`src/sv/dmchc_pkg.sv`:
```
`timescale 1ns / 1ps
// Shared types, constants and helpers for the direct-mapped cache hit counter.
// No dependencies; every other file imports this package.
package dmchc_pkg;

	// address and field widths
	localparam int unsigned ADDR_W = 32;
	localparam int unsigned TAG_W = 29;
	localparam int unsigned TAG_LSB = 3;
	localparam int unsigned CNT_W = 32;
	localparam int unsigned OFFSET_W = 5;
	localparam int unsigned INDEX_W = 4;
	localparam int unsigned TAGBITS_W = 5;
	localparam int unsigned CFG_DATA_W = 5;
	localparam int unsigned CFG_IDX_W = 2;

	// masked index value before folding onto the line count
	localparam int unsigned IDXV_W = 15;
	localparam int unsigned LO_W = 8;
	localparam int unsigned HI_W = IDXV_W - LO_W;

	localparam int unsigned LINES_DEFAULT = 1024;

	// configuration register indexes
	localparam logic [CFG_IDX_W-1:0] REG_OFFSET_BITS = 2'd0;
	localparam logic [CFG_IDX_W-1:0] REG_INDEX_BITS = 2'd1;
	localparam logic [CFG_IDX_W-1:0] REG_TAG_BITS = 2'd2;

	// configuration reset values
	localparam logic [OFFSET_W-1:0] OFFSET_BITS_RST = 5'd5;
	localparam logic [INDEX_W-1:0] INDEX_BITS_RST = 4'd10;
	localparam logic [TAGBITS_W-1:0] TAG_BITS_RST = 5'd17;

	// record kinds
	typedef enum logic [1:0] {
		ACT_LOAD = 2'd0,
		ACT_STORE = 2'd1,
		ACT_EMPTY = 2'd2,
		ACT_BAD = 2'd3
	} action_t;

	// one tag ram word
	typedef struct packed {
		logic valid;
		logic [TAG_W-1:0] tag;
	} line_t;

	// which statistics counters step for one record
	typedef struct packed {
		logic total;
		logic hit;
		logic read_hit;
		logic write_hit;
		logic read;
		logic write;
		logic unknown;
	} bump_t;

	// top min(t, 29) bits of the 29-bit tag field set
	function automatic logic [TAG_W-1:0] tag_mask(input logic [TAGBITS_W-1:0] t);
		logic [TAGBITS_W-1:0] tc;
		tc = (t > TAGBITS_W'(TAG_W)) ? TAGBITS_W'(TAG_W) : t;
		return ~({TAG_W{1'b1}} >> tc);
	endfunction

endpackage

```
`src/sv/dmchc_index.sv`:
```
`timescale 1ns / 1ps
// Line index generation: offset shift, index mask and fold onto the line count.
// Depends on dmchc_pkg.
module dmchc_index import dmchc_pkg::*; #(
	parameter int unsigned LINES = LINES_DEFAULT
) (
	input logic [ADDR_W-1:0] address,
	input logic [OFFSET_W-1:0] offset_bits,
	input logic [INDEX_W-1:0] index_bits,
	output logic [((LINES > 1) ? $clog2(LINES) : 1)-1:0] line_idx
);

	localparam int unsigned IDX_W = (LINES > 1) ? $clog2(LINES) : 1;
	localparam int unsigned LO_N = 1 << LO_W;
	localparam int unsigned HI_N = 1 << HI_W;
	localparam logic [IDX_W:0] LINES_V = (IDX_W + 1)'(LINES);

	logic [ADDR_W-1:0] shifted;
	logic [IDXV_W-1:0] vmask;
	logic [IDXV_W-1:0] val;
	logic [IDX_W-1:0] lo_rem [LO_N];
	logic [IDX_W-1:0] hi_rem [HI_N];
	logic [IDX_W:0] sum;
	logic [IDX_W:0] folded;

	// select the index field of the address
	assign shifted = address >> offset_bits;
	assign vmask = ~({IDXV_W{1'b1}} << index_bits);
	assign val = shifted[IDXV_W-1:0] & vmask;

	// remainder tables for the low byte and the upper bits
	for (genvar i = 0; i < LO_N; i++) begin : g_lo
		localparam int unsigned REM = i % LINES;
		assign lo_rem[i] = IDX_W'(REM);
	end
	for (genvar j = 0; j < HI_N; j++) begin : g_hi
		localparam int unsigned REM = (j * LO_N) % LINES;
		assign hi_rem[j] = IDX_W'(REM);
	end

	// both parts are below the line count, so one subtract finishes the fold
	assign sum = {1'b0, lo_rem[val[LO_W-1:0]]} + {1'b0, hi_rem[val[IDXV_W-1:LO_W]]};
	assign folded = (sum >= LINES_V) ? (sum - LINES_V) : sum;
	assign line_idx = folded[IDX_W-1:0];

endmodule

```
`config.mk`:
```
export PLATFORM = sky130hd
export DESIGN_NAME = dmchc_index
export DESIGN_NICKNAME = d
export VERILOG_FILES = /design/src/sv/dmchc_pkg.sv /design/src/sv/dmchc_index.sv
export SDC_FILE = /design/constraint.sdc
export NUM_CORES = 1
export LEC_CHECK = 0
export BUFFER_PORTS_ARGS = -buffer_cell sky130_fd_sc_hd__buf_4
export CAP_MARGIN = 10
export CORE_MARGIN = 2
export CORE_UTILIZATION = 50
export DETAILED_ROUTE_END_ITERATION = 8
export MAX_ROUTING_LAYER = met4
export PLACE_DENSITY = 0.91
export SYNTH_ARGS = -nofsm -noshare
export SYNTH_HDL_FRONTEND = slang
export SYNTH_SLANG_ARGS = --single-unit
export TNS_END_PERCENT = 100
```
`constraint.sdc`:
```
create_clock -name vclk -period 6.1
set_input_delay 1.22 -clock vclk [all_inputs]
set_output_delay 1.22 -clock vclk [all_outputs]
set_load 0.02 [all_outputs]
```
==> metrics.cfg <==
[synthesis]
syn_area_mm2 = 0.001594
synth_largest_area_cell = mux4_2
ys_types = 45
ys_warn_count = 0
synth_area_leaders = mux4_2 (23%), mux2i_1 (14%), mux2_2 (4.9%)
synth-seq-area-share = 0
syn-num-nets = 235
syn_inst = 194
synth_top_area_frac = 0.2261
syn_area_per_cell_um2 = 8.217

[floorplanning]
rows = 20
core_area_mm2 = 0.003053
die-width_um = 60.46
fp.dieArea_mm2 = 0.003655
die_h_um = 60.46
ios = 51
start_util = 0.5221

[global_route]
grt_pass1_vias = 1561
antenna_found_initial = 0
grt_first_pass_wirelength_mm = 7.417
grtUsageTotal = 0.2691
overflow = 0
grt_max_degree = 52

[critical_path]
critPathMaxFanout = 43
startpoint_type = input port
critPathRequiredTime_ns = 4.88
critPathKind = in -> out
arrival_ns = 3.25
endpoint_kind = output port

[sta]
relSlewSlack = 0.6245
maxSlewViolCount = 0
fin_crit_sh = 0.7335
tightest_slew_ns = 0.5491
setup_tns_ns = 0
setup_viol = 0
hold_viol = 0
min_period_ns = 4.475
max_freq_ghz = 0.2235
rsz0062_at_grt = false

[layout]
fillers = 287
multi_input_area_mm2 = 0.001449
areaGrowthSynthToFinish_pct = 19.07
fin_nets = 268
ff_latch_area_um2 = 0
stdcell_count = 269
fin_area_mm2 = 0.001898
num-clock-buffers = 0
drive_gt1_frac = 0.3511
num_antenna_cells = 0
nFlopsAndLatches = 0

[clock_tree]
cts_resized = 0
holdBufCountCts = 0
cts_setup_buffers = 0

[drt]
wl_mm = 4.539
viasPerCell = 6.602
ant_nets = 0
route.vias.total = 1776
drtIter0Drc = 204
first_pass_iters = 4
drcViolationCount = 0
wl_per_cell_um = 16.87

[placed_design]
place_inst = 269
place.gp.congestion = 0.9175
placed_cell_area_mm2 = 0.001898
place.port_buffers = 51
dp_hpwl_mm = 3.538

[outcome]
status = finished, final reports clean

[power]
ir_drop_uv = 55.41
power_leakage_nw = 0.7648
power_density_mw_per_mm2 = 88.08

[job]
maxCapViolations = 0

[min_path]
hp-class = in -> out

==> cell families (layout without fill, tap and decap cells) <==
logic type,count (synthesis),in the layout,synth area share
and+or+nand+nor,66,66,0.2056
AOI/OAI and AO/OA,54,54,0.2339
muxes,51,51,0.4694
buffers and inverters,23,54,0.09105
==> synth_stat cells (4+ instances only) <==
| library cell | number |
|---|---|
| mux4_2 | 16 |
| a22oi_1 | 4 |
| o21ai_0 | 5 |
| a31oi_1 | 5 |
| mux2_2 | 7 |
| nor2_1 | 16 |
| nand3_1 | 6 |
| a21oi_1 | 11 |
| nand2_1 | 13 |
| o22ai_1 | 4 |
| mux2i_1 | 22 |
| buf_2 | 8 |
| nor3_1 | 11 |
| nor2b_1 | 8 |
| clkbuf_1 | 6 |
| a211oi_1 | 9 |
| nand2b_1 | 4 |
==> critical path: stages <==
cell and delay [ns]:
buf_4 0.46, mux2_2 0.44, mux2_2 0.27, mux4_2 0.48, o22ai_1 0.16, a21oi_1 0.05, buf_4 0.16
==> where the power goes <==
part | total [W] | internal, W | switching [W]
Sequential | 0 | 0 | 0
Combinational | 0.000167 | 0.0000804 | 0.0000868
Clock | 0 | 0 | 0
==> per-stage QoR <==
| stage | hold WS (ns) | total power, W | util | setup WS, ns |
|---|---|---|---|---|
| floorplan | 2.587 | 0.0001131 | - | 2.012 |
| global placement | 2.832 | 0.0001617 | 0.6217 | 1.673 |
| detailed placement | 2.850 | 0.0001647 | 0.6217 | 1.641 |
| CTS | 2.849 | 0.0001654 | 0.6217 | 1.640 |
| global route | 2.871 | 0.0001808 | 0.6217 | 1.496 |
| finish | 2.851 | 0.0001672 | 0.6217 | 1.625 |
==> metal layers <==
layer  track usage  vias up  share of wire
li1              -      835              -
met1        0.4138      813           0.43
met2        0.4084      120           0.46
met3      0.006397        8          0.099
met4       0.03416        0          0.013
met5             -        -              0
==> layout by cell type (no fill, tap or decap), types with 3 or more instances in the layout <==
master	instances
a2111oi_0	3
a211oi_1	9
a21oi_1	11
a22oi_1	4
a31oi_1	5
buf_4	51
mux2_1	3
mux2_2	7
mux2i_1	22
mux4_2	16
nand2_1	13
nand2b_1	4
nand3_1	6
nor2_1	16
nor2b_1	8
nor3_1	11
o211ai_1	3
o21ai_0	5
o22ai_1	4
==> layout make-up <==
cell class | count | share of cell area
Multi-Input combinational cell | 171 | 0.7633
Inverter | 3 | 0.005933
Timing Repair Buffer | 51 | 0.2017
Tap cell | 44 | 0.02900
==> path summary, 6_finish.rpt <==
check | from | end | slack (ns) | depth (start not counted)
max | offset_bits[1] | line_idx[4] | 1.63 | 7
min | index_bits[3] | line_idx[8] | 2.85 | 4
No activity file was read; power rests on OpenSTA's default activity.
