==> src/sv/dmchc_pkg.sv <==
`timescale 1ns / 1ps
// Shared types, constants and helpers for the direct-mapped cache hit counter.
// No dependencies; every other file imports this package.
package dmchc_pkg;

	// address and field widths
	localparam int unsigned ADDR_W = 32;
	localparam int unsigned TAG_W = 29;
	localparam int unsigned TAG_LSB = 3;
	localparam int unsigned CNT_W = 32;
	localparam int unsigned OFFSET_W = 5;
	localparam int unsigned INDEX_W = 4;
	localparam int unsigned TAGBITS_W = 5;
	localparam int unsigned CFG_DATA_W = 5;
	localparam int unsigned CFG_IDX_W = 2;

	// masked index value before folding onto the line count
	localparam int unsigned IDXV_W = 15;
	localparam int unsigned LO_W = 8;
	localparam int unsigned HI_W = IDXV_W - LO_W;

	localparam int unsigned LINES_DEFAULT = 1024;

	// configuration register indexes
	localparam logic [CFG_IDX_W-1:0] REG_OFFSET_BITS = 2'd0;
	localparam logic [CFG_IDX_W-1:0] REG_INDEX_BITS = 2'd1;
	localparam logic [CFG_IDX_W-1:0] REG_TAG_BITS = 2'd2;

	// configuration reset values
	localparam logic [OFFSET_W-1:0] OFFSET_BITS_RST = 5'd5;
	localparam logic [INDEX_W-1:0] INDEX_BITS_RST = 4'd10;
	localparam logic [TAGBITS_W-1:0] TAG_BITS_RST = 5'd17;

	// record kinds
	typedef enum logic [1:0] {
		ACT_LOAD = 2'd0,
		ACT_STORE = 2'd1,
		ACT_EMPTY = 2'd2,
		ACT_BAD = 2'd3
	} action_t;

	// one tag ram word
	typedef struct packed {
		logic valid;
		logic [TAG_W-1:0] tag;
	} line_t;

	// which statistics counters step for one record
	typedef struct packed {
		logic total;
		logic hit;
		logic read_hit;
		logic write_hit;
		logic read;
		logic write;
		logic unknown;
	} bump_t;

	// top min(t, 29) bits of the 29-bit tag field set
	function automatic logic [TAG_W-1:0] tag_mask(input logic [TAGBITS_W-1:0] t);
		logic [TAGBITS_W-1:0] tc;
		tc = (t > TAGBITS_W'(TAG_W)) ? TAGBITS_W'(TAG_W) : t;
		return ~({TAG_W{1'b1}} >> tc);
	endfunction

endpackage

==> src/sv/dmchc_stats.sv <==
`timescale 1ns / 1ps
// Seven saturating statistics counters stepped once per finished record.
// Depends on dmchc_pkg.
module dmchc_stats import dmchc_pkg::*; (
	input logic clk,
	input logic arst_n,
	input logic en,
	input bump_t bump,
	output logic [CNT_W-1:0] total_count,
	output logic [CNT_W-1:0] hit_count,
	output logic [CNT_W-1:0] read_hit_count,
	output logic [CNT_W-1:0] write_hit_count,
	output logic [CNT_W-1:0] read_count,
	output logic [CNT_W-1:0] write_count,
	output logic [CNT_W-1:0] unknown_count
);

	logic [CNT_W-1:0] total_q;
	logic [CNT_W-1:0] hit_q;
	logic [CNT_W-1:0] read_hit_q;
	logic [CNT_W-1:0] write_hit_q;
	logic [CNT_W-1:0] read_q;
	logic [CNT_W-1:0] write_q;
	logic [CNT_W-1:0] unknown_q;

	// counters hold at all ones
	always_ff @(posedge clk or negedge arst_n) begin
		if (!arst_n) begin
			total_q <= '0;
			hit_q <= '0;
			read_hit_q <= '0;
			write_hit_q <= '0;
			read_q <= '0;
			write_q <= '0;
			unknown_q <= '0;
		end else if (en) begin
			if (bump.total && (total_q != '1)) total_q <= total_q + 1'b1;
			if (bump.hit && (hit_q != '1)) hit_q <= hit_q + 1'b1;
			if (bump.read_hit && (read_hit_q != '1)) read_hit_q <= read_hit_q + 1'b1;
			if (bump.write_hit && (write_hit_q != '1)) write_hit_q <= write_hit_q + 1'b1;
			if (bump.read && (read_q != '1)) read_q <= read_q + 1'b1;
			if (bump.write && (write_q != '1)) write_q <= write_q + 1'b1;
			if (bump.unknown && (unknown_q != '1)) unknown_q <= unknown_q + 1'b1;
		end
	end

	assign total_count = total_q;
	assign hit_count = hit_q;
	assign read_hit_count = read_hit_q;
	assign write_hit_count = write_hit_q;
	assign read_count = read_q;
	assign write_count = write_q;
	assign unknown_count = unknown_q;

endmodule
==> config.mk <==
export PLATFORM = sky130hd
export DESIGN_NAME = dmchc_stats
export DESIGN_NICKNAME = d
export VERILOG_FILES = /design/src/sv/dmchc_pkg.sv /design/src/sv/dmchc_stats.sv
export SDC_FILE = /design/constraint.sdc
export NUM_CORES = 1
export LEC_CHECK = 0
export BUFFER_PORTS_ARGS = -buffer_cell sky130_fd_sc_hd__buf_2
export CORE_MARGIN = 2
export CORE_UTILIZATION = 55
export DETAILED_ROUTE_END_ITERATION = 8
export PLACE_DENSITY_LB_ADDON = 0.12
export SYNTH_ARGS = -nofsm -noshare
export SYNTH_HDL_FRONTEND = slang
export SYNTH_SLANG_ARGS = --single-unit
==> constraint.sdc <==
create_clock -name clk -period 3.55 [get_ports clk]
set_clock_uncertainty 0.05 [all_clocks]
set_input_delay 0.8875 -clock clk [delete_from_list [all_inputs] [get_ports clk]]
set_output_delay 0.8875 -clock clk [all_outputs]
set_load 0.005 [all_outputs]
==> out/metrics.cfg, run 1 <==
[synthesis]
yosysTopAreaCell = dfrtp_1
netlist.area_leader.share_pct = 52.0
async_flop_share_pct = 100
ys_warn_count = 0
synth_nets = 1040
yosysSeqAreaShare_pct = 52.0
synth_flop_cell = dfrtp_1
syn-cell-area_sq_mm = 0.0108
ys_ff_latch = 224
netlist_instances = 1023
synthTopCellsByArea = dfrtp_1 52%, xnor2_1 11%, xor2_1 6.7%
synth_edf_count = 0
avgSynthCellArea_sq_um = 10.5
yosys.cell_types.count = 47

[critical_path]
cp.arrival_ns = 2.88
r2r_start = read_count[17]$_DFFE_PN0P_
r2r_cells = 6
worstSetupStartpointType = register
end_kind = register
cp.required_ns = 3.89
crit_type = register to register
r2r_end = read_count[1]$_DFFE_PN0P_
cp_max_fo = 8
worst-r2r-setup-slack_ns = 1.00

[clocking]
clkSlewWorstSetupHoldPaths_ns = 0.06
clk_latency_ns = 0.50
htreeDepth = 1
post_cts_buffers = 0
cts_buffers = 23
cts_resized = 0
cts_buffer_depth = 3
cts_tree = built
cts.sinks = 224
root_buffer = clkbuf_16
holdBufCountCts = 0

[global_route]
grt_pass1_vias = 7862
antenna_found_initial = 1
grt_max_degree = 81
grt_remaining_overflow = 0
grtUsageTotal_pct = 23.6
grt_pass1_wl_um = 40000

[power_and_ir_drop]
powerDensity_mw_per_mm2 = 480
switching_share_pct = 27.7
intPower_w = 0.00450
power_switching_w = 0.00173
vdd_drop_max_mv = 0.443
power_frac_seq_pct = 51.0
power.leakage_nw = 6.40
comb_power_share_pct = 13.0
clock_power_share_pct = 36.0

[timing]
fmaxAchievable_mhz = 393
min_period_ns = 2.55
setup_tns_ns = 0
max_slew_margin_pct = 40.9
grt_setup_unrepaired = no
worst_slew_pin_slew_ns = 0.880
maxSlewViolCount = 0
fin_crit_sh_pct = 71.7
finalSetupViolations = 0
hold_viol_final = 0
layout_setup_ws_ns = 1.00

[floorplanning]
fp-row-count = 51
die_w_um = 144
coreArea_sq_mm = 0.0193
die_height_um = 144
io_pins = 234
initial_utilization_pct = 55.7
dieArea_sq_mm = 0.0207

[cells_and_area]
drive_gt1_share_pct = 23.1
nets = 1286
layout_common_cells = 232 x buf_2, 224 x dfrtp_1, 132 x xnor2_1
layout_commonest_cell = buf_2
diodes = 0
area_growth_pct = 20.5

[route]
dr.pass1.iters = 5
wirelength_um = 24700
wl_per_cell_um = 16.0
detail-route-antenna-nets = 0
vias = 8646
drc = 0
viasPerCell = 5.58
drt_iter0_drc = 445

[placed_design]
dp_hpwl_um = 17700
gp_congestion = 0.872
place_ws_ns = 0.565
portBuffers = 233

[min_path]
hold_path_class = input pin to asynchronous set/reset pin

[run]
drv_cap = 0

[outcome]
status = finished, final reports clean

==> per-stage QoR <==
stage / instances / total power [W] / cell area [sq um] / hold slack [ns] / utilization (%)
after floorplan: 1023 / 0.00355 / 10800 / 0.427 / -
after global placement: 1509 / 0.00401 / 12300 / 0.423 / 63.5
after detailed placement: 1509 / 0.00404 / 12300 / 0.429 / 63.5
after CTS: 1549 / 0.00630 / 13000 / 0.282 / 67.2
after global routing: 1549 / 0.00657 / 13000 / 0.306 / 67.2
final: 1549 / 0.00623 / 13000 / 0.269 / 67.2
==> sequential cells by signal, summed over array words and instances (netlist names) <==
name,count
total_count,32
read_hit_count,32
write_hit_count,32
hit_count,32
write_count,32
read_count,32
unknown_count,32
==> synth_stat cells (3+ instances only) <==
master	number
nand4_1	86
clkbuf_1	16
and2_1	13
nor4_1	25
nor4b_1	5
inv_1	10
nand3_1	106
xor2_1	82
buf_2	4
and3_1	51
or4_1	4
dfrtp_1	224
o211ai_1	3
a21oi_1	3
nor2_1	53
or3_1	6
nor3b_1	6
nand2_1	92
xnor2_1	132
nand4b_1	4
ha_1	7
mux2_2	6
nor3_1	36
and4_1	21
==> critical path: stages, from the launching register on <==
cell	delay [ns]
dfrtp_1	0.48
and4_1	0.33
nand4_1	0.23
nor4_1	0.71
buf_4	0.29
nor2_1	0.07
mux2_2	0.27
==> power by group through the flow <==
| stage | clock network, W | registers (W) | logic [W] |
|---|---|---|---|
| after floorplan | 0 | 0.00317 | 0.000376 |
| after global placement | 0 | 0.00321 | 0.000798 |
| after detailed placement | 0 | 0.00322 | 0.000820 |
| after CTS | 0.00230 | 0.00318 | 0.000824 |
| after global routing | 0.00242 | 0.00323 | 0.000922 |
| final | 0.00224 | 0.00318 | 0.000810 |
==> metal layers <==
layer	GRT usage [%]	routed length (um)
met5	0	13
met4	5.52	527
met3	5.80	1730
met2	36.2	11200
met1	34.1	11200
==> how the worst max path moves through the flow <==
stage / from / end / slack (ns) / cells past startpoint
floorplan: bump[1] / write_count[27]$_DFFE_PN0P_ / 1.14 / 6
CTS: read_count[17]$_DFFE_PN0P_ / read_count[1]$_DFFE_PN0P_ / 1.03 / 6
global route: read_count[17]$_DFFE_PN0P_ / read_count[1]$_DFFE_PN0P_ / 0.80 / 6
detailed placement: en / write_count[29]$_DFFE_PN0P_ / 0.56 / 6
global placement: en / write_count[27]$_DFFE_PN0P_ / 0.63 / 6
finish: read_count[17]$_DFFE_PN0P_ / read_count[1]$_DFFE_PN0P_ / 1.00 / 6
==> kinds of logic (layout without fill, tap and decap cells) <==
| logic type | count (synthesis) | in the layout | share of synthesized area [%] |
|---|---|---|---|
| compound gates | 18 | 18 | 1.30 |
| flops | 224 | 224 | 52.0 |
| simple gates | 520 | 520 | 26.5 |
| mux | 6 | 6 | 0.627 |
| fa+ha+maj | 7 | 7 | 0.813 |
| xor+xnor | 214 | 214 | 17.4 |
| buf+inv | 34 | 295 | 1.37 |
==> area by class of cell <==
class | count | area (sq um)
clock inverter | 7 | 35.0
fill | 1617 | 6350
inverter | 10 | 37.5
tap | 265 | 332
clock buffer | 33 | 663
multi-input combinational | 765 | 5020
sequential | 224 | 5610
timing repair buffer | 245 | 1290
Note: power is estimated with default switching activity, not from simulation.
==> run 2: changes to the inputs <==
- ABC_AREA: default -> 1
- CORE_UTILIZATION: 55 -> 53
- clock period: 3.55 -> 2.1 ns (I/O delays scaled with it)
==> run 2 against run 1 <==
Effect of this change: fmax up 32%; first-iteration DRC count grew to 2.8 times the previous value; synthesized cell count rose by 130%; highest routed layer is now met4; hold slack worse by 0.028 ns; critical path type unchanged; largest power group unchanged; worst setup slack lost 0.83 ns; synthesized area rose by 42%; largest cell class is now multi-input gates.
==> out/metrics.cfg, run 2 <==
[min_path]
min-delay-start = bump[4]
hold_path_class = input pin to register
hold_path_end = read_hit_count[0]$_DFFE_PN0P_
hold_depth = 3

[floorplanning]
io_pins = 234  ; unchanged
dieArea_sq_mm = 0.0302  ; +46%
die_w_um = 174  ; +21%
fp-row-count = 62  ; +22%
coreArea_sq_mm = 0.0285  ; +48%
die_height_um = 174  ; +21%
initial_utilization_pct = 53.4  ; -2.3 points

[route]
drc = 0  ; unchanged
detail-route-antenna-nets = 0  ; unchanged
viasPerCell = 5.20  ; -6.8%
wirelength_um = 45000  ; +82%
dr.pass1.iters = 6  ; +1
vias = 16000  ; +85%
drt_iter0_drc = 1251  ; +180%
wl_per_cell_um = 14.6  ; -8.3%

[critical_path]
cpLargestDelayFamily = simple AND/OR/NAND/NOR gates
crit_type = register to register
cp_max_fo = 24  ; +16
r2r_cells = 9  ; +3
end_kind = register
worst-r2r-setup-slack_ns = 0.17  ; -0.83 ns
crit_buf_inv = 2  ; +1
cpMaxStageDelayCell = dfrtp_1
r2r_start = read_count[0]$_DFFE_PN0P_
r2r_end = read_count[2]$_DFFE_PN0P_
startpoint = read_count[0]$_DFFE_PN0P_
slowest_delay_ns = 0.39  ; -0.32 ns
path_cells = ha_1 -> inv_1 -> nor2_1 -> nand2_1 -> nor2_2 -> nand2_2 -> buf_4 -> nand3_4 -> o21ai_0
cp.arrival_ns = 2.31  ; -0.57 ns
worstSetupStartpointType = register
cp.required_ns = 2.48  ; -1.41 ns

[clocking]
cts_buffers = 27  ; +17%
post_cts_buffers = 0  ; unchanged
clk_latency_ns = 0.54  ; +0.04 ns
cts_tree = built
root_buffer = clkbuf_16
clkSlewWorstSetupHoldPaths_ns = 0.06  ; about the same
cts_buffer_depth = 3  ; unchanged
htreeDepth = 1  ; unchanged
cts.sinks = 224  ; unchanged

[cells_and_area]
fin_util_pct = 63.5  ; -3.6 points
nets = 2691  ; +110%
area_growth_pct = 18.9
drive_gt1_share_pct = 15.4  ; -7.7 points
layout_common_cells = 1122 x nand2_1, 365 x nor2_1, 232 x buf_2
layout_commonest_cell = nand2_1
final_area_sq_mm = 0.0181  ; +40%

[power_and_ir_drop]
power_switching_w = 0.00315  ; +82%
clock_power_share_pct = 41.6  ; +5.6 points
vdd_drop_max_mv = 0.574  ; +30%
comb_power_share_pct = 13.7  ; +0.7 points
intPower_w = 0.00787  ; +75%
power_frac_seq_pct = 44.7  ; -6.3 points
switching_share_pct = 28.6  ; +0.83 points
power.leakage_nw = 9.28  ; +45%
powerDensity_mw_per_mm2 = 608  ; +27%

[timing]
setup_tns_ns = 0  ; unchanged
fmaxAchievable_mhz = 519  ; +32%
fin_crit_sh_pct = 91.7  ; +20 points
maxSlewViolCount = 0  ; unchanged
grt_setup_unrepaired = no
finalSetupViolations = 0  ; unchanged
min_period_ns = 1.93  ; -0.621 ns
max_slew_margin_pct = 68.2  ; +27 points
worst_slew_pin_slew_ns = 0.476  ; -0.404 ns
hold_viol_final = 0  ; unchanged

[synthesis]
avgSynthCellArea_sq_um = 6.39  ; -39%
netlist.area_leader.share_pct = 36.7  ; -15 points
ys_warn_count = 0  ; unchanged
ys_ff_latch = 224  ; unchanged
syn-cell-area_sq_mm = 0.0153  ; +42%
synth_flop_cell = dfrtp_1
netlist_top_cells_count = 1122 x nand2_1, 366 x nor2_1, 224 x dfrtp_1, 184 x inv_1, 107 x nand3_1
async_flop_share_pct = 100  ; unchanged
yosysTopAreaCell = dfrtp_1
synthTopCellsByArea = dfrtp_1 37%, nand2_1 28%, nor2_1 9.0%
synth_nets = 2403  ; +130%
yosysMostFrequentCell = nand2_1
netlist_instances = 2386  ; +130%
yosysSeqAreaShare_pct = 36.7  ; -15 points
synth_edf_count = 0  ; unchanged
yosys.cell_types.count = 26  ; -45%

[global_route]
grt_pass1_vias = 14800  ; +89%
antenna_found_initial = 1  ; unchanged
grtUsageTotal_pct = 29.5  ; +5.9 points
grt_remaining_overflow = 0  ; unchanged
grt_pass1_wl_um = 73700  ; +84%
grt_max_degree = 50  ; -38%

[placed_design]
portBuffers = 233  ; unchanged
post_dp_cell_area_sq_mm = 0.0172  ; +40%
gp_congestion = 0.956  ; +9.7%
dp_hpwl_um = 33800  ; +91%

[outcome]
status = finished, final reports clean

[run]
drv_cap = 0  ; unchanged

## run 2: cell types whose count changed in the layout (fill, tap and decap cells not counted), moves of 25 or more
| cell | change |
|---|---|
| xnor2_1 | -95 |
| and3_1 | -51 |
| nand3b_1 | +49 |
| inv_1 | +174 |
| nand2_1 | +1030 |
| buf_4 | +68 |
| xor2_1 | -27 |
| nor4_1 | -25 |
| nor2_1 | +312 |
## run 2: worst max-delay path by stage
stage          slack (ns)  cells after the start                    endpoint
2_1_floorplan        0.36                     10  read_count[17]$_DFFE_PN0P_
3_3_place_gp         0.13                      9   read_count[2]$_DFFE_PN0P_
3_5_place_dp        0.005                      9   read_count[2]$_DFFE_PN0P_
4_1_cts              0.04                     11  read_count[12]$_DFFE_PN0P_
5_1_grt             0.002                     10    hit_count[2]$_DFFE_PN0P_
6_report             0.17                      9   read_count[2]$_DFFE_PN0P_
## run 2: layer usage
metal / up-vias / global-route usage, % / routed length (um)
met5: - / 0 / 0
met4: 0 / 8.93 / 1260
met3: 91 / 4.71 / 3380
met2: 547 / 47.3 / 20300
met1: 7394 / 41.2 / 20100
li1: 7977 / - / -
## run 2: final cells by class
type / count / area, sq um
tap: 384 / 480
multi-input combinational: 1916 / 8570
antenna: 1 / 2.50
sequential: 224 / 5610
fill: 2777 / 10400
inverter: 186 / 698
clock buffer: 39 / 781
timing repair buffer: 319 / 1910
clock inverter: 10 / 78.8
## run 2: power by group through the flow
| stage | logic (W) | clock network (W) | registers (W) |
|---|---|---|---|
| after global routing | 0.00169 | 0.00486 | 0.00497 |
| after floorplan | 0.000776 | 0 | 0.00495 |
| after CTS | 0.00152 | 0.00466 | 0.00491 |
| after global placement | 0.00147 | 0 | 0.00497 |
| final | 0.00151 | 0.00458 | 0.00492 |
| after detailed placement | 0.00151 | 0 | 0.00498 |
## run 2: kinds of logic (layout without fill, tap and decap cells)
family | Yosys count | count (layout) | share of synthesized area [%]
compound gates | 23 | 23 | 0.755
xor+xnor | 92 | 92 | 5.28
fa+ha+maj | 7 | 7 | 0.574
buf+inv | 246 | 554 | 7.27
flops | 224 | 224 | 36.7
other cells | 0 | 1 | 0
simple gates | 1794 | 1794 | 49.4
## run 2: tightest hold or removal path: cells and delay by family
kind	cells	cell delay [ns]
buf+inv	1	0.13
simple gates	2	0.14
## run 2: timing repair
| item | CTS | global route |
|---|---|---|
| endpoints found under the setup margin | 1 | 51 |
| endpoints found under the hold margin | 35 | 0 |
| pin swaps | 0 | 0 |
| resized for setup | 1 | 6 |
| hold buffers | 1 | 0 |
## run 2: metrics by stage
stage | instances | power [W] | setup WS (ns) | hold WS, ns
detailed placement | 3028 | 0.00649 | 0.00540 | 0.397
global placement | 3028 | 0.00644 | 0.133 | 0.398
global route | 3078 | 0.0115 | 0.00234 | 0.245
CTS | 3078 | 0.0111 | 0.0367 | 0.223
floorplan | 2386 | 0.00572 | 0.357 | 0.179
finish | 3079 | 0.0110 | 0.174 | 0.241
==> run 3: changes to the inputs <==
- CELL_PAD_IN_SITES_DETAIL_PLACEMENT: default -> 1
- CELL_PAD_IN_SITES_GLOBAL_PLACEMENT: default -> 2
- CORE_UTILIZATION: 53 -> 28
==> run 3 against run 2 <==
Effect of this change: non-clock buffer count rose by 50; cell count rose by 12%; clock-buffer cell count rose by 5; sequential power barely moved.
==> out/metrics.cfg, run 3 (synthesis gave the netlist of run 2 again) <==
[floorplanning]
die_height_um = 237  ; +37%
fp-row-count = 85  ; +37%
initial_utilization_pct = 28.3  ; -25 points
dieArea_sq_mm = 0.0564  ; +87%
io_pins = 234  ; unchanged
die_w_um = 237  ; +37%
coreArea_sq_mm = 0.0538  ; +89%

[power_and_ir_drop]
power_switching_w = 0.00351  ; +12%
comb_power_share_pct = 14.0  ; +0.3 points
power.leakage_nw = 9.61  ; +3.5%
power_frac_seq_pct = 41.8  ; -2.9 points
clock_power_share_pct = 44.2  ; +2.6 points
powerDensity_mw_per_mm2 = 619  ; +1.8%
switching_share_pct = 29.9  ; +1.3 points
vdd_drop_max_mv = 0.583  ; +1.6%
intPower_w = 0.00825  ; +4.8%
power.total_w = 0.0118  ; +6.8%

[min_path]
hold_path_class = input pin to register

[cells_and_area]
layout_common_cells = 1122 x nand2_1, 365 x nor2_1, 232 x buf_2
layout_commonest_cell = nand2_1
area_growth_pct = 24.6
diodes = 0  ; -1
nets = 2745  ; +2.0%
final_cells = 3447  ; +12%
final_area_sq_mm = 0.0190  ; +4.8%
drive_gt1_share_pct = 17.0  ; +1.7 points

[timing]
min_period_ns = 1.94  ; +0.0134 ns
fmaxAchievable_mhz = 516  ; -0.69%
grt_setup_unrepaired = no
maxSlewViolCount = 0  ; unchanged
worst_slew_pin_slew_ns = 0.670  ; +0.193 ns
hold_viol_final = 0  ; unchanged
max_slew_margin_pct = 55.3  ; -13 points
fin_crit_sh_pct = 92.3  ; +0.64 points
setup_tns_ns = 0  ; unchanged
finalSetupViolations = 0  ; unchanged

[placed_design]
placed_cells = 3390  ; +12%
gp_congestion = 0.860  ; -10%
portBuffers = 233  ; unchanged
post_dp_cell_area_sq_mm = 0.0180  ; +4.6%
dp_hpwl_um = 46300  ; +37%

[global_route]
grt_max_degree = 48  ; -4.0%
antenna_found_initial = 1  ; unchanged
grt_pass1_wl_um = 94600  ; +28%
grt_remaining_overflow = 0  ; unchanged
grt_pass1_vias = 16800  ; +13%
grtUsageTotal_pct = 21.0  ; -8.5 points

[route]
wirelength_um = 59300  ; +32%
vias = 16200  ; +1.2%
drt_iter0_drc = 730  ; -42%
drc = 0  ; unchanged
dr.pass1.iters = 5  ; -1
viasPerCell = 4.70  ; -9.6%
wl_per_cell_um = 17.2  ; +18%
detail-route-antenna-nets = 0  ; unchanged

[critical_path]
cpMaxStageDelayCell = dfrtp_1
cp.arrival_ns = 2.36  ; +0.05 ns
crit_type = register to register
worstSetupStartpointType = register
cpLargestDelayFamily = simple AND/OR/NAND/NOR gates
end_kind = register
cpMostUsedCell = nand2_2
worst-r2r-setup-slack_ns = 0.16  ; about the same
cp.required_ns = 2.52  ; +0.04 ns
crit_buf_inv = 1  ; -1
slowest_delay_ns = 0.41  ; +0.02 ns
path_cells = ha_1 -> nand2_2 -> nor2_4 -> nand2_2 -> nor2_4 -> nand2_2 -> nand3_2 -> buf_12 -> nand2_1 -> nand2_1
cp_max_fo = 15  ; -38%

[run]
drv_cap = 0  ; unchanged

[clocking]
clk_latency_ns = 0.59  ; +0.05 ns
cts_buffers = 31  ; +15%
clkSlewWorstSetupHoldPaths_ns = 0.06  ; about the same
root_buffer = clkbuf_16
htreeDepth = 1  ; unchanged
cts_buffer_depth = 3  ; unchanged
cts_tree = built
cts.sinks = 224  ; unchanged

[outcome]
status = finished, final reports clean

==> run 3: changes by cell type in the layout (fill, tap and decap cells not counted), sizes merged <==
cell / before / now
diode: 1 / 0
clkinv: 9 / 11
clkbuf: 39 / 44
buf: 318 / 368
==> run 3: layout make-up <==
cell class / instances / area [sq um]
inverters: 186 / 698
multi-input cells: 1916 / 8550
clock inverters: 12 / 85.1
flip-flops and latches: 224 / 5610
well taps: 696 / 871
fillers: 6952 / 34800
repair buffers: 369 / 2310
clock buffers: 44 / 885
==> run 3: power by group through the flow <==
stage          clock network (W)  logic (W)  registers, W
4_1_cts                  0.00541    0.00169       0.00492
5_1_grt                  0.00555    0.00185       0.00497
3_3_place_gp                   0    0.00165       0.00498
6_report                 0.00520    0.00165       0.00491
3_5_place_dp                   0    0.00168       0.00499
2_1_floorplan                  0   0.000776       0.00495
==> run 3: routing by layer <==
metal	track usage (%)	routed length [um]
met1	28.0	27600
met2	35.7	28200
met3	3.44	2210
met4	4.31	1250
met5	0	11
==> run 3: through the flow <==
step	utilization, %	hold slack (ns)	setup slack (ns)
3_3_place_gp	33.5	0.392	0.0576
6_report	35.3	0.233	0.161
5_1_grt	35.3	0.234	0.0203
3_5_place_dp	33.5	0.394	0.0684
4_1_cts	35.3	0.197	0.0470
2_1_floorplan	-	0.179	0.357
==> run 3: final timing paths <==
path,start,endpoint,depth (start not counted)
worst max-delay path,read_hit_count[1]$_DFFE_PN0P_,read_hit_count[13]$_DFFE_PN0P_,10
min in group asynchronous,arst_n,total_count[23]$_DFFE_PN0P_,2
worst max register to register,read_hit_count[1]$_DFFE_PN0P_,read_hit_count[13]$_DFFE_PN0P_,10
worst min-delay path,bump[0],unknown_count[0]$_DFFE_PN0P_,3
worst min register to register,read_hit_count[1]$_DFFE_PN0P_,read_hit_count[1]$_DFFE_PN0P_,2
max in group asynchronous,arst_n,hit_count[1]$_DFFE_PN0P_,3
==> run 3: repair_timing <==
action	CTS	global route
endpoints found under the hold margin	28	0
resized for setup	0	4
hold buffers	1	0
setup endpoints to repair	0	19
buffers inserted	0	0
==> run 3: tightest hold or removal path, cell delays in order <==
cell	delay, ns
buf_2	0.14
nand4_1	0.11
nand2_1	0.05
